**config.mk**
```make
export PLATFORM = sky130hd
export DESIGN_NAME = integer_text_parser_unit
export DESIGN_NICKNAME = d
export VERILOG_FILES = /design/src/rtl/core/itp_pkg.sv /design/src/rtl/core/itp_front.sv /design/src/rtl/core/itp_queue.sv /design/src/rtl/core/itp_back.sv /design/src/rtl/core/integer_text_parser_unit.sv
export VERILOG_INCLUDE_DIRS = /design/src /design/src/rtl/core
export SDC_FILE = /design/constraint.sdc
export NUM_CORES = 2
export LEC_CHECK = 0
export BUFFER_PORTS_ARGS = -buffer_cell sky130_fd_sc_hd__buf_2
export CAP_MARGIN = 20
export CORE_ASPECT_RATIO = 0.75
export CORE_UTILIZATION = 30
export DETAILED_ROUTE_END_ITERATION = 6
export GPL_ROUTABILITY_DRIVEN = 0
export GPL_TIMING_DRIVEN = 0
export PLACE_DENSITY_LB_ADDON = 0.15
export SLEW_MARGIN = 0
export SYNTH_ARGS = -nofsm -noshare
export SYNTH_HDL_FRONTEND = slang
export SYNTH_HIERARCHICAL = 1
export SYNTH_SLANG_ARGS = --single-unit
```
**constraint.sdc**
```tcl
create_clock -name aclk -period 18.1 [get_ports aclk]
set_input_delay 0 -clock aclk [delete_from_list [all_inputs] [get_ports aclk]]
set_output_delay 0 -clock aclk [all_outputs]
set_load 0.01 [all_outputs]
```
**src/rtl/core/integer_text_parser_unit_assert.svh**
```systemverilog
// Assertion helpers shared by the parser RTL.
// Both expect aclk and aresetn in scope.
`ifndef INTEGER_TEXT_PARSER_UNIT_ASSERT_SVH
`define INTEGER_TEXT_PARSER_UNIT_ASSERT_SVH

// Same-cycle implication.
`define ITP_ASSERT_NOW(label, ante, cons, msg) \
    label: assert property (@(posedge aclk) disable iff (!aresetn) (ante) |-> (cons)) \
        else $error(msg);

// Next-cycle implication.
`define ITP_ASSERT_NEXT(label, ante, cons, msg) \
    label: assert property (@(posedge aclk) disable iff (!aresetn) (ante) |=> (cons)) \
        else $error(msg);

`endif

```
**src/rtl/core/itp_pkg.sv**
```systemverilog
package itp_pkg;

    // frame length limit; bytes at or past it read as NUL
    localparam int MAX_LEN     = 255;
    localparam int POS_W       = $clog2(MAX_LEN + 1);

    localparam int CHAR_W      = 8;
    localparam int ACC_W       = 64;
    localparam int OFS_W       = 8;
    localparam int BASE_W      = 5;
    localparam int SHIFT_W     = 5;
    localparam int HEX_W       = 5;

    // hex value of a byte that is no hex digit
    localparam logic [HEX_W-1:0] HEX_NONE = HEX_W'(16);

    // config port
    localparam int CFG_IDX_W   = 2;
    localparam int CFG_DATA_W  = 5;
    localparam logic [CFG_IDX_W-1:0] REG_DEFAULT_BASE = CFG_IDX_W'(0);
    localparam logic [CFG_IDX_W-1:0] REG_ALLOW_MINUS  = CFG_IDX_W'(1);
    localparam logic [CFG_IDX_W-1:0] REG_SIZE_SUFFIX  = CFG_IDX_W'(2);

    // classified-beat queue
    localparam int QUEUE_DEPTH = 4;
    localparam int Q_PTR_W     = $clog2(QUEUE_DEPTH);
    localparam int Q_CNT_W     = $clog2(QUEUE_DEPTH + 1);

    typedef enum logic [1:0] {
        SUF_NONE,
        SUF_K,
        SUF_M,
        SUF_G
    } suf_t;

    typedef struct packed {
        logic [CHAR_W-1:0] character;
        logic              last;
    } in_item_t;

    typedef struct packed {
        logic [ACC_W-1:0] value;
        logic [OFS_W-1:0] end_offset;
    } out_item_t;

    typedef struct packed {
        logic [BASE_W-1:0] default_base;
        logic              allow_minus;
        logic              size_suffix;
    } cfg_t;

    // one character after classification
    typedef struct packed {
        logic [HEX_W-1:0] hex;
        logic             is_minus;
        logic             is_zero;
        logic             is_x;
        logic             is_i;
        logic             is_b;
        suf_t             suf;
        logic [POS_W-1:0] pos;
        logic [POS_W-1:0] end_pos;
        logic             last;
    } beat_t;

endpackage

```
**src/rtl/core/itp_front.sv**
```systemverilog
module itp_front
    import itp_pkg::*;
(
    input  logic     aclk,
    input  logic     aresetn,
    input  logic     s_valid,
    output logic     s_ready,
    input  in_item_t s_data,
    output logic     q_valid,
    input  logic     q_ready,
    output beat_t    q_data
);

    localparam logic [CHAR_W-1:0] CH_0       = 8'h30;
    localparam logic [CHAR_W-1:0] CH_9       = 8'h39;
    localparam logic [CHAR_W-1:0] CH_LOWER_A = 8'h61;
    localparam logic [CHAR_W-1:0] CH_LOWER_F = 8'h66;
    localparam logic [CHAR_W-1:0] CH_UPPER_A = 8'h41;
    localparam logic [CHAR_W-1:0] CH_UPPER_F = 8'h46;
    localparam logic [CHAR_W-1:0] CH_ALPHA   = 8'd10;
    localparam logic [CHAR_W-1:0] CH_MINUS   = 8'h2d;
    localparam logic [CHAR_W-1:0] CH_X       = 8'h78;
    localparam logic [CHAR_W-1:0] CH_I       = 8'h69;
    localparam logic [CHAR_W-1:0] CH_B       = 8'h42;
    localparam logic [CHAR_W-1:0] CH_G       = 8'h47;
    localparam logic [CHAR_W-1:0] CH_M       = 8'h4d;
    localparam logic [CHAR_W-1:0] CH_K       = 8'h4b;
    localparam logic [CHAR_W-1:0] CH_LOWER_K = 8'h6b;
    localparam logic [POS_W-1:0]  POS_LIMIT  = POS_W'(MAX_LEN);

    function automatic logic [HEX_W-1:0] hex_value(input logic [CHAR_W-1:0] c);
        logic [CHAR_W-1:0] v;
        v = CHAR_W'(HEX_NONE);
        if (c inside {[CH_0:CH_9]}) begin
            v = c - CH_0;
        end else if (c inside {[CH_LOWER_A:CH_LOWER_F]}) begin
            v = c - CH_LOWER_A + CH_ALPHA;
        end else if (c inside {[CH_UPPER_A:CH_UPPER_F]}) begin
            v = c - CH_UPPER_A + CH_ALPHA;
        end
        return v[HEX_W-1:0];
    endfunction

    logic [POS_W-1:0]  pos_reg, pos_next;
    logic              in_range;
    logic [CHAR_W-1:0] c_eff;
    logic              push;

    assign s_ready  = q_ready;
    assign q_valid  = s_valid;
    assign push     = s_valid && s_ready;
    assign in_range = (pos_reg < POS_LIMIT);
    // past the length limit the byte reads as NUL
    assign c_eff    = in_range ? s_data.character : '0;

    always_comb begin
        q_data          = '0;
        q_data.hex      = hex_value(c_eff);
        q_data.is_minus = (c_eff == CH_MINUS);
        q_data.is_zero  = (c_eff == CH_0);
        q_data.is_x     = (c_eff == CH_X);
        q_data.is_i     = (c_eff == CH_I);
        q_data.is_b     = (c_eff == CH_B);
        case (c_eff)
            CH_G:             q_data.suf = SUF_G;
            CH_M:             q_data.suf = SUF_M;
            CH_K, CH_LOWER_K: q_data.suf = SUF_K;
            default:          q_data.suf = SUF_NONE;
        endcase
        q_data.pos      = pos_reg;
        q_data.end_pos  = in_range ? pos_reg + 1'b1 : pos_reg;
        q_data.last     = s_data.last;
    end

    always_comb begin
        pos_next = pos_reg;
        if (push) begin
            if (s_data.last) begin
                pos_next = '0;
            end else if (in_range) begin
                pos_next = pos_reg + 1'b1;
            end
        end
    end

    always_ff @(posedge aclk) begin
        if (!aresetn) begin
            pos_reg <= '0;
        end else begin
            pos_reg <= pos_next;
        end
    end

endmodule

```
**src/rtl/core/itp_queue.sv**
```systemverilog
`include "integer_text_parser_unit_assert.svh"

module itp_queue
    import itp_pkg::*;
(
    input  logic  aclk,
    input  logic  aresetn,
    input  logic  in_valid,
    output logic  in_ready,
    input  beat_t in_data,
    output logic  out_valid,
    input  logic  out_ready,
    output beat_t out_data
);

    localparam logic [Q_PTR_W-1:0] PTR_LAST = Q_PTR_W'(QUEUE_DEPTH - 1);
    localparam logic [Q_CNT_W-1:0] CNT_FULL = Q_CNT_W'(QUEUE_DEPTH);

    beat_t              mem_reg [QUEUE_DEPTH];
    logic [Q_PTR_W-1:0] wr_ptr_reg, wr_ptr_next;
    logic [Q_PTR_W-1:0] rd_ptr_reg, rd_ptr_next;
    logic [Q_CNT_W-1:0] count_reg, count_next;
    logic               push, pop;

    assign in_ready  = (count_reg != CNT_FULL);
    assign out_valid = (count_reg != '0);
    assign out_data  = mem_reg[rd_ptr_reg];
    assign push      = in_valid && in_ready;
    assign pop       = out_valid && out_ready;

    always_comb begin
        wr_ptr_next = wr_ptr_reg;
        rd_ptr_next = rd_ptr_reg;
        count_next  = count_reg;
        if (push) begin
            wr_ptr_next = (wr_ptr_reg == PTR_LAST) ? '0 : wr_ptr_reg + 1'b1;
        end
        if (pop) begin
            rd_ptr_next = (rd_ptr_reg == PTR_LAST) ? '0 : rd_ptr_reg + 1'b1;
        end
        case ({push, pop})
            2'b10:   count_next = count_reg + 1'b1;
            2'b01:   count_next = count_reg - 1'b1;
            default: count_next = count_reg;
        endcase
    end

    always_ff @(posedge aclk) begin
        if (!aresetn) begin
            wr_ptr_reg <= '0;
            rd_ptr_reg <= '0;
            count_reg  <= '0;
        end else begin
            wr_ptr_reg <= wr_ptr_next;
            rd_ptr_reg <= rd_ptr_next;
            count_reg  <= count_next;
        end
    end

    always_ff @(posedge aclk) begin
        if (push) begin
            mem_reg[wr_ptr_reg] <= in_data;
        end
    end

    `ITP_ASSERT_NOW(a_cnt_bound, 1'b1, count_reg <= CNT_FULL, "queue count overflow")
    `ITP_ASSERT_NEXT(a_cnt_up, push && !pop, count_reg == $past(count_reg) + 1'b1, "count up")
    `ITP_ASSERT_NEXT(a_cnt_dn, pop && !push, count_reg == $past(count_reg) - 1'b1, "count dn")

endmodule

```
**src/rtl/core/itp_back.sv**
```systemverilog
`include "integer_text_parser_unit_assert.svh"

module itp_back
    import itp_pkg::*;
(
    input  logic      aclk,
    input  logic      aresetn,
    input  cfg_t      cfg,
    input  logic      q_valid,
    output logic      q_ready,
    input  beat_t     q_data,
    output logic      m_valid,
    input  logic      m_ready,
    output out_item_t m_data
);

    localparam logic [BASE_W-1:0]  BASE_OCT = BASE_W'(8);
    localparam logic [BASE_W-1:0]  BASE_DEC = BASE_W'(10);
    localparam logic [BASE_W-1:0]  BASE_HEX = BASE_W'(16);
    localparam logic [SHIFT_W-1:0] SHIFT_K  = SHIFT_W'(10);
    localparam logic [SHIFT_W-1:0] SHIFT_M  = SHIFT_W'(20);
    localparam logic [SHIFT_W-1:0] SHIFT_G  = SHIFT_W'(30);

    typedef enum logic [2:0] {
        PH_START,
        PH_FIRST,
        PH_ZERO,
        PH_X,
        PH_DIGITS,
        PH_SUF_I,
        PH_SUF_B,
        PH_DONE
    } phase_t;

    typedef struct packed {
        phase_t             phase;
        logic [BASE_W-1:0]  base;
        logic [ACC_W-1:0]   acc;
        logic               neg;
        logic [POS_W-1:0]   stop;
        logic [SHIFT_W-1:0] shift;
    } pstate_t;

    typedef struct packed {
        logic [ACC_W-1:0]   acc;
        logic               neg;
        logic [POS_W-1:0]   stop;
        logic [SHIFT_W-1:0] shift;
    } fin_t;

    function automatic logic [BASE_W-1:0] pick_base(input logic [BASE_W-1:0] dflt,
                                                    input logic [BASE_W-1:0] auto_base);
        return (dflt != '0) ? dflt : auto_base;
    endfunction

    // take a digit, or stop here and check for a size suffix
    function automatic pstate_t digit_or_stop(input pstate_t s, input beat_t b,
                                              input logic [POS_W-1:0] pos, input cfg_t c);
        pstate_t r;
        r = s;
        if (b.hex < HEX_NONE && b.hex < s.base) begin
            r.acc   = s.acc * ACC_W'(s.base) + ACC_W'(b.hex);
            r.phase = PH_DIGITS;
        end else begin
            r.stop  = pos;
            r.phase = PH_DONE;
            if (c.size_suffix) begin
                case (b.suf)
                    SUF_G: begin
                        r.shift = SHIFT_G;
                        r.phase = PH_SUF_I;
                    end
                    SUF_M: begin
                        r.shift = SHIFT_M;
                        r.phase = PH_SUF_I;
                    end
                    SUF_K: begin
                        r.shift = SHIFT_K;
                        r.phase = PH_SUF_I;
                    end
                    default: ;
                endcase
            end
        end
        return r;
    endfunction

    function automatic pstate_t feed(input pstate_t s, input beat_t b,
                                     input logic [POS_W-1:0] pos, input cfg_t c);
        pstate_t r;
        logic    first;
        r     = s;
        first = 1'b0;
        case (s.phase)
            PH_START: begin
                if (c.allow_minus && b.is_minus) begin
                    r.neg   = 1'b1;
                    r.phase = PH_FIRST;
                end else begin
                    first = 1'b1;
                end
            end
            PH_FIRST: first = 1'b1;
            PH_ZERO: begin
                if (b.is_x) begin
                    r.phase = PH_X;
                end else begin
                    r.base = pick_base(c.default_base, BASE_OCT);
                    r      = digit_or_stop(r, b, pos, c);
                end
            end
            PH_X: begin
                if (b.hex < HEX_NONE) begin
                    r.base = BASE_HEX;
                    r      = digit_or_stop(r, b, pos, c);
                end else begin
                    // lone 0x: stop at the x
                    r.base  = pick_base(c.default_base, BASE_OCT);
                    r.stop  = pos - 1'b1;
                    r.phase = PH_DONE;
                end
            end
            PH_DIGITS: r = digit_or_stop(r, b, pos, c);
            PH_SUF_I: begin
                if (b.is_i) begin
                    r.stop  = pos + 1'b1;
                    r.phase = PH_SUF_B;
                end else begin
                    r.phase = PH_DONE;
                end
            end
            PH_SUF_B: begin
                if (b.is_b) begin
                    r.stop = pos + 1'b1;
                end
                r.phase = PH_DONE;
            end
            default: r.phase = PH_DONE;
        endcase
        if (first) begin
            if (b.is_zero) begin
                r.acc   = '0;
                r.phase = PH_ZERO;
            end else begin
                r.base = pick_base(c.default_base, BASE_DEC);
                r      = digit_or_stop(r, b, pos, c);
            end
        end
        return r;
    endfunction

    pstate_t   st_reg, st_next, st_char, st_end;
    beat_t     nul_beat;
    fin_t      fin_reg, fin_next;
    logic      fin_valid_reg, fin_valid_next;
    out_item_t out_reg, out_next;
    logic      out_valid_reg, out_valid_next;
    logic      pop, out_load;
    logic [ACC_W-1:0] scaled;

    always_comb begin
        nul_beat     = '0;
        nul_beat.hex = HEX_NONE;
    end

    assign out_load = fin_valid_reg && (!out_valid_reg || m_ready);
    // a frame's final beat waits only while the finish slot is held
    assign q_ready  = !q_data.last || !fin_valid_reg || out_load;
    assign pop      = q_valid && q_ready;

    // the character, then the NUL that ends the frame
    assign st_char  = feed(st_reg, q_data, q_data.pos, cfg);
    assign st_end   = feed(st_char, nul_beat, q_data.end_pos, cfg);

    always_comb begin
        st_next        = st_reg;
        fin_next       = fin_reg;
        fin_valid_next = fin_valid_reg && !out_load;
        if (pop) begin
            if (q_data.last) begin
                st_next        = '0;
                fin_next.acc   = st_end.acc;
                fin_next.neg   = st_end.neg;
                fin_next.stop  = st_end.stop;
                fin_next.shift = st_end.shift;
                fin_valid_next = 1'b1;
            end else begin
                st_next = st_char;
            end
        end
    end

    assign scaled = fin_reg.acc << fin_reg.shift;

    always_comb begin
        out_next       = out_reg;
        out_valid_next = out_valid_reg && !m_ready;
        if (out_load) begin
            out_next.value      = fin_reg.neg ? ('0 - scaled) : scaled;
            out_next.end_offset = OFS_W'(fin_reg.stop);
            out_valid_next      = 1'b1;
        end
    end

    always_ff @(posedge aclk) begin
        if (!aresetn) begin
            st_reg        <= '0;
            fin_valid_reg <= 1'b0;
            out_valid_reg <= 1'b0;
        end else begin
            st_reg        <= st_next;
            fin_valid_reg <= fin_valid_next;
            out_valid_reg <= out_valid_next;
        end
        fin_reg <= fin_next;
        out_reg <= out_next;
    end

    assign m_valid = out_valid_reg;
    assign m_data  = out_reg;

    `ITP_ASSERT_NEXT(a_fin_load, pop && q_data.last, fin_valid_reg, "finish slot not loaded")
    `ITP_ASSERT_NEXT(a_frame_clr, pop && q_data.last, st_reg.phase == PH_START, "frame not cleared")
    `ITP_ASSERT_NEXT(a_fin_hold, fin_valid_reg && !out_load, fin_valid_reg && $stable(fin_reg),
                     "finish slot lost")

endmodule

```
**src/rtl/core/integer_text_parser_unit.sv**
```systemverilog
// Integer text parser: parses an integer, optionally negative, from the start of a text frame.
// s_ channel: one character per beat, s_data.last marks the frame's final beat.
// m_ channel: one result beat per frame (value mod 2^64 and end_offset).
// cfg_ channel: register writes (default_base, allow_minus, size_suffix), always
// ready; write only while no frame is in flight.
// Throughput: one character per cycle while the receiver takes results; the
// digit multiply-add in itp_back runs once per cycle.
// Result path: once accepted, the last character is held in a queue slot,
// then its result in the finish slot, which loads the scale/negate output
// register.
// Receiver stall: m_valid holds with its data; a finished frame waits in a
// second slot and the parser keeps taking characters of the next frame up to
// its final beat, which then waits at the queue head; once the queue fills,
// s_ready drops.
// Reset (aresetn low, synchronous): clears config registers to 0, parser state, queue
// and both result slots; no clearing pass is needed.
module integer_text_parser_unit
    import itp_pkg::*;
(
    input  logic                  aclk,
    input  logic                  aresetn,
    // character input
    input  logic                  s_valid,
    output logic                  s_ready,
    input  in_item_t              s_data,
    // result output
    output logic                  m_valid,
    input  logic                  m_ready,
    output out_item_t             m_data,
    // register writes
    input  logic                  cfg_valid,
    output logic                  cfg_ready,
    input  logic [CFG_IDX_W-1:0]  cfg_index,
    input  logic [CFG_DATA_W-1:0] cfg_data
);

    cfg_t  cfg_reg, cfg_next;
    logic  q_in_valid, q_in_ready;
    beat_t q_in_data;
    logic  q_out_valid, q_out_ready;
    beat_t q_out_data;

    // register file: takes a write beat every cycle
    assign cfg_ready = 1'b1;

    always_comb begin
        cfg_next = cfg_reg;
        if (cfg_valid && cfg_ready) begin
            case (cfg_index)
                REG_DEFAULT_BASE: cfg_next.default_base = cfg_data[BASE_W-1:0];
                REG_ALLOW_MINUS:  cfg_next.allow_minus  = cfg_data[0];
                REG_SIZE_SUFFIX:  cfg_next.size_suffix  = cfg_data[0];
                default: ;  // unknown index: dropped
            endcase
        end
    end

    always_ff @(posedge aclk) begin
        if (!aresetn) begin
            cfg_reg <= '0;
        end else begin
            cfg_reg <= cfg_next;
        end
    end

    // front: position tracking and character classes
    itp_front u_front (
        .aclk    (aclk),
        .aresetn (aresetn),
        .s_valid (s_valid),
        .s_ready (s_ready),
        .s_data  (s_data),
        .q_valid (q_in_valid),
        .q_ready (q_in_ready),
        .q_data  (q_in_data)
    );

    // short queue so front and back stall independently
    itp_queue u_queue (
        .aclk      (aclk),
        .aresetn   (aresetn),
        .in_valid  (q_in_valid),
        .in_ready  (q_in_ready),
        .in_data   (q_in_data),
        .out_valid (q_out_valid),
        .out_ready (q_out_ready),
        .out_data  (q_out_data)
    );

    // back: parse state machine, accumulator, scale/negate and result register
    itp_back u_back (
        .aclk    (aclk),
        .aresetn (aresetn),
        .cfg     (cfg_reg),
        .q_valid (q_out_valid),
        .q_ready (q_out_ready),
        .q_data  (q_out_data),
        .m_valid (m_valid),
        .m_ready (m_ready),
        .m_data  (m_data)
    );

endmodule
```
==> results.tsv <==
metric	value	unit
status	finished, final reports clean	
reg2reg setup slack	2.74	ns
top_reg_cell synth	edfxtp_1	
nets	7432	
antenna violations before repair	8	
sequential area share after synthesis	0.188	
FMAX	65.1	MHz
gr ovfl total	0	
layout cell share with drive strength beyond 1	0.0625	
utilization after layout	0.334	
top cell type's share of synthesized area	0.203	
Port Buf Inserts	93	
Worst Reg-to-Reg Cells	42	
Max VDD drop	0.0822	mV
Comb pwr share	0.574	
Synth area leader	fa_1	
total clock sinks	378	
max reg flops	116	
Leak	0.0261	uW
Vias	47600	
setup ws final	2.74	ns
CP dominant cell by count	fa_1	
yosys warns	6	
Site Rows	134	
worst-path maximum fanout	10	
Post-Syn Area	54400	sq um
Required @ worst endpoint	18.46	ns
Setup CP Type	register to register	
Internal	2700	uW
initial core utilization	0.304	
sequential cell area	10200	sq um
Mapped Cells	6265	
reg-to-reg critical path endpoint	u_back/fin_reg[77]	
Worst Setup End Kind	register	
FF+latch count, synth	378	
Switch Pwr	2460	uW
WL/cell	24.2	um
syn_nets	7236	
Final Hold Fails	0	
Total Routing Usage GR	0.232	
Die W	494	um
Worst Tran Pin Value	1.38	ns
Final setup viols	0	
part of the power in registers	0.254	
Max H-tree Level	2	
CP max stage cell	clkbuf_1	
DP Wirelength	177	mm
clock power share	0.172	
Syn-to-layout area delta	10.1	%
global-route wire length before repair	317	mm
TNS Setup	0	ns
First-pass DRT Iterations	7	
setup bufs post-CTS	0	
core footprint	179000	sq um
Final Slew Violations	0	
min cycle time layout	15.36	ns
max incr delay on CP	0.98	ns
DP Worst Slack	2.77	ns
Power Total	5160	uW
post-synthesis async set-or-reset flop share	0	
post-DR vias/cell	5.36	
Final period util	0.849	
Critical Path Start	cfg_reg[4]	
switching part of the total power	0.477	
Avg Cell Area, Syn	8.68	sq um
Post-synth EDFFs	266	
worst-case clock buffer depth	3	
DRC	0	
multi-input logic area	39700	sq um
Worst Path Arrival	15.72	ns
RSZ-0062 raised after global routing	no	
R2R Path Start	cfg_reg[4]	
relative slew slack	0.0831	
Die Y	371	um
Synth cell types	109	
cell with the most instances after synthesis	inv_1	
Post-Route WL	215	mm
PwrDens	86.2	nW/um^2
Die Area	183000	sq um
IO Pins	96	
Setup Skew	0.0451	ns
max cap viols	0	
most frequent cells after synthesis	776 x inv_1, 728 x nand2_1, 550 x fa_1	
HP Class	input pin to register	
Clock Latency Late Sink	0.63	ns
Num CTS Buffers	44	
Setup crit start kind	register	
vias in the first global route	46800	
hold path depth	3	
CTS clk-pin slew, worst paths	0.06	ns
synth top area cells	fa_1 20%, edfxtp_1 15%, ha_1 9.2%	
critical path endpoint	u_back/fin_reg[77]	
CTS tree	done	
clock root cell	clkbuf_16	
largest net degree at the start of global routing	73	
antenna-violating nets left	0	
Filler cells	18900	
DR iter-0 viols	5157	
-- metrics by stage --
| stage | hold WS, ns | cell area (sq um) | cells |
|---|---|---|---|
| final | 0.107 | 59800 | 8880 |
| after CTS | 0.0728 | 59700 | 8867 |
| after global routing | 0.117 | 59800 | 8877 |
| after detailed placement | 0.270 | 58000 | 8757 |
| after floorplan | 0.140 | 54400 | 6265 |
| after global placement | 0.264 | 57800 | 8738 |
-- cell usage in the layout (no fill, tap or decap), drive strengths merged, types with 24 or more instances in the layout --
master and instances:
a21oi 335, mux2i 86, dfxtp 112, nand4 58, clkbuf 384, ha 400, buf 172, mux2 33
a31oi 39, mux4 87, xnor2 170, a21o 109, xor2 92, o21ai 308, nand3 65, edfxtp 266
inv 781, o22ai 58, a211oi 24, and3 45, o211ai 36, o21bai 38, nor2b 122, fa 550
and2 446, nand2b 38, nand2 729, o21a 33, a22oi 68, o221ai 24, a221oi 29, nor3 65
a22o 32, nor2 383, dlygate4sd3 28
-- critical path, delay by kind of cell, from the launching register on --
family | cells | cell delay, ns
buffers and inverters | 7 | 2.70
XOR/XNOR | 2 | 0.69
flip-flops | 1 | 0.31
AND/OR/NAND/NOR | 6 | 1.51
adder cells (fa/ha/maj) | 8 | 3.41
AO/OA/AOI/OAI | 19 | 6.45
-- metal layers --
layer / global-route usage / share of wire
met5: 0.00571 / 0.00067
met1: 0.359 / 0.49
met2: 0.328 / 0.40
met3: 0.0399 / 0.085
met4: 0.0493 / 0.023
-- kinds of logic (layout without fill, tap and decap cells) --
logic type | count (synthesis) | in the layout | synth area share
fa+ha+maj | 950 | 950 | 0.295
xor+xnor | 263 | 263 | 0.0426
flops | 378 | 378 | 0.188
compound gates | 1276 | 1276 | 0.151
mux | 206 | 206 | 0.0588
buf+inv | 1157 | 1389 | 0.0821
other cells | 1 | 4 | 0.0000690
simple gates | 2034 | 2034 | 0.183
-- layout make-up --
| type | instances | area share |
|---|---|---|
| Antenna cell | 3 | 0.000125 |
| Inverter | 779 | 0.0489 |
| Multi-Input combinational cell | 4730 | 0.663 |
| Clock inverter | 26 | 0.00401 |
| Sequential cell | 378 | 0.171 |
| Tap cell | 2380 | 0.0498 |
| Clock buffer | 56 | 0.0197 |
| Buffer | 378 | 0.0257 |
| Timing Repair Buffer | 150 | 0.0174 |
-- how the worst min path moves through the flow --
stage | start | to | slack (ns)
2_1_floorplan | aresetn | u_queue/wr_ptr_reg[0] | 0.14
3_3_place_gp | cfg_data[3] | cfg_reg[5] | 0.26
3_5_place_dp | cfg_data[4] | cfg_reg[6] | 0.27
4_1_cts | s_data[2] | u_queue/mem_reg[0][25] | 0.07
5_1_grt | s_data[2] | u_queue/mem_reg[0][25] | 0.12
6_report | s_data[2] | u_queue/mem_reg[0][25] | 0.11
-- power by group through the flow --
stage                     clock, uW  sequential, uW  combinational (uW)
final                           887            1310                2960
after global routing            945            1330                3180
after CTS                       915            1310                2910
after detailed placement          0            1330                2900
after global placement            0            1340                2860
after floorplan                   0            1320                1890
-- timing repair --
item | 4_1_cts | 5_1_grt
hold buffers | 28 | 0
gates resized for setup | 0 | 0
endpoints found under the hold margin | 55 | 0
setup endpoints to repair | 0 | 0
No activity file was read; power rests on OpenSTA's default activity.
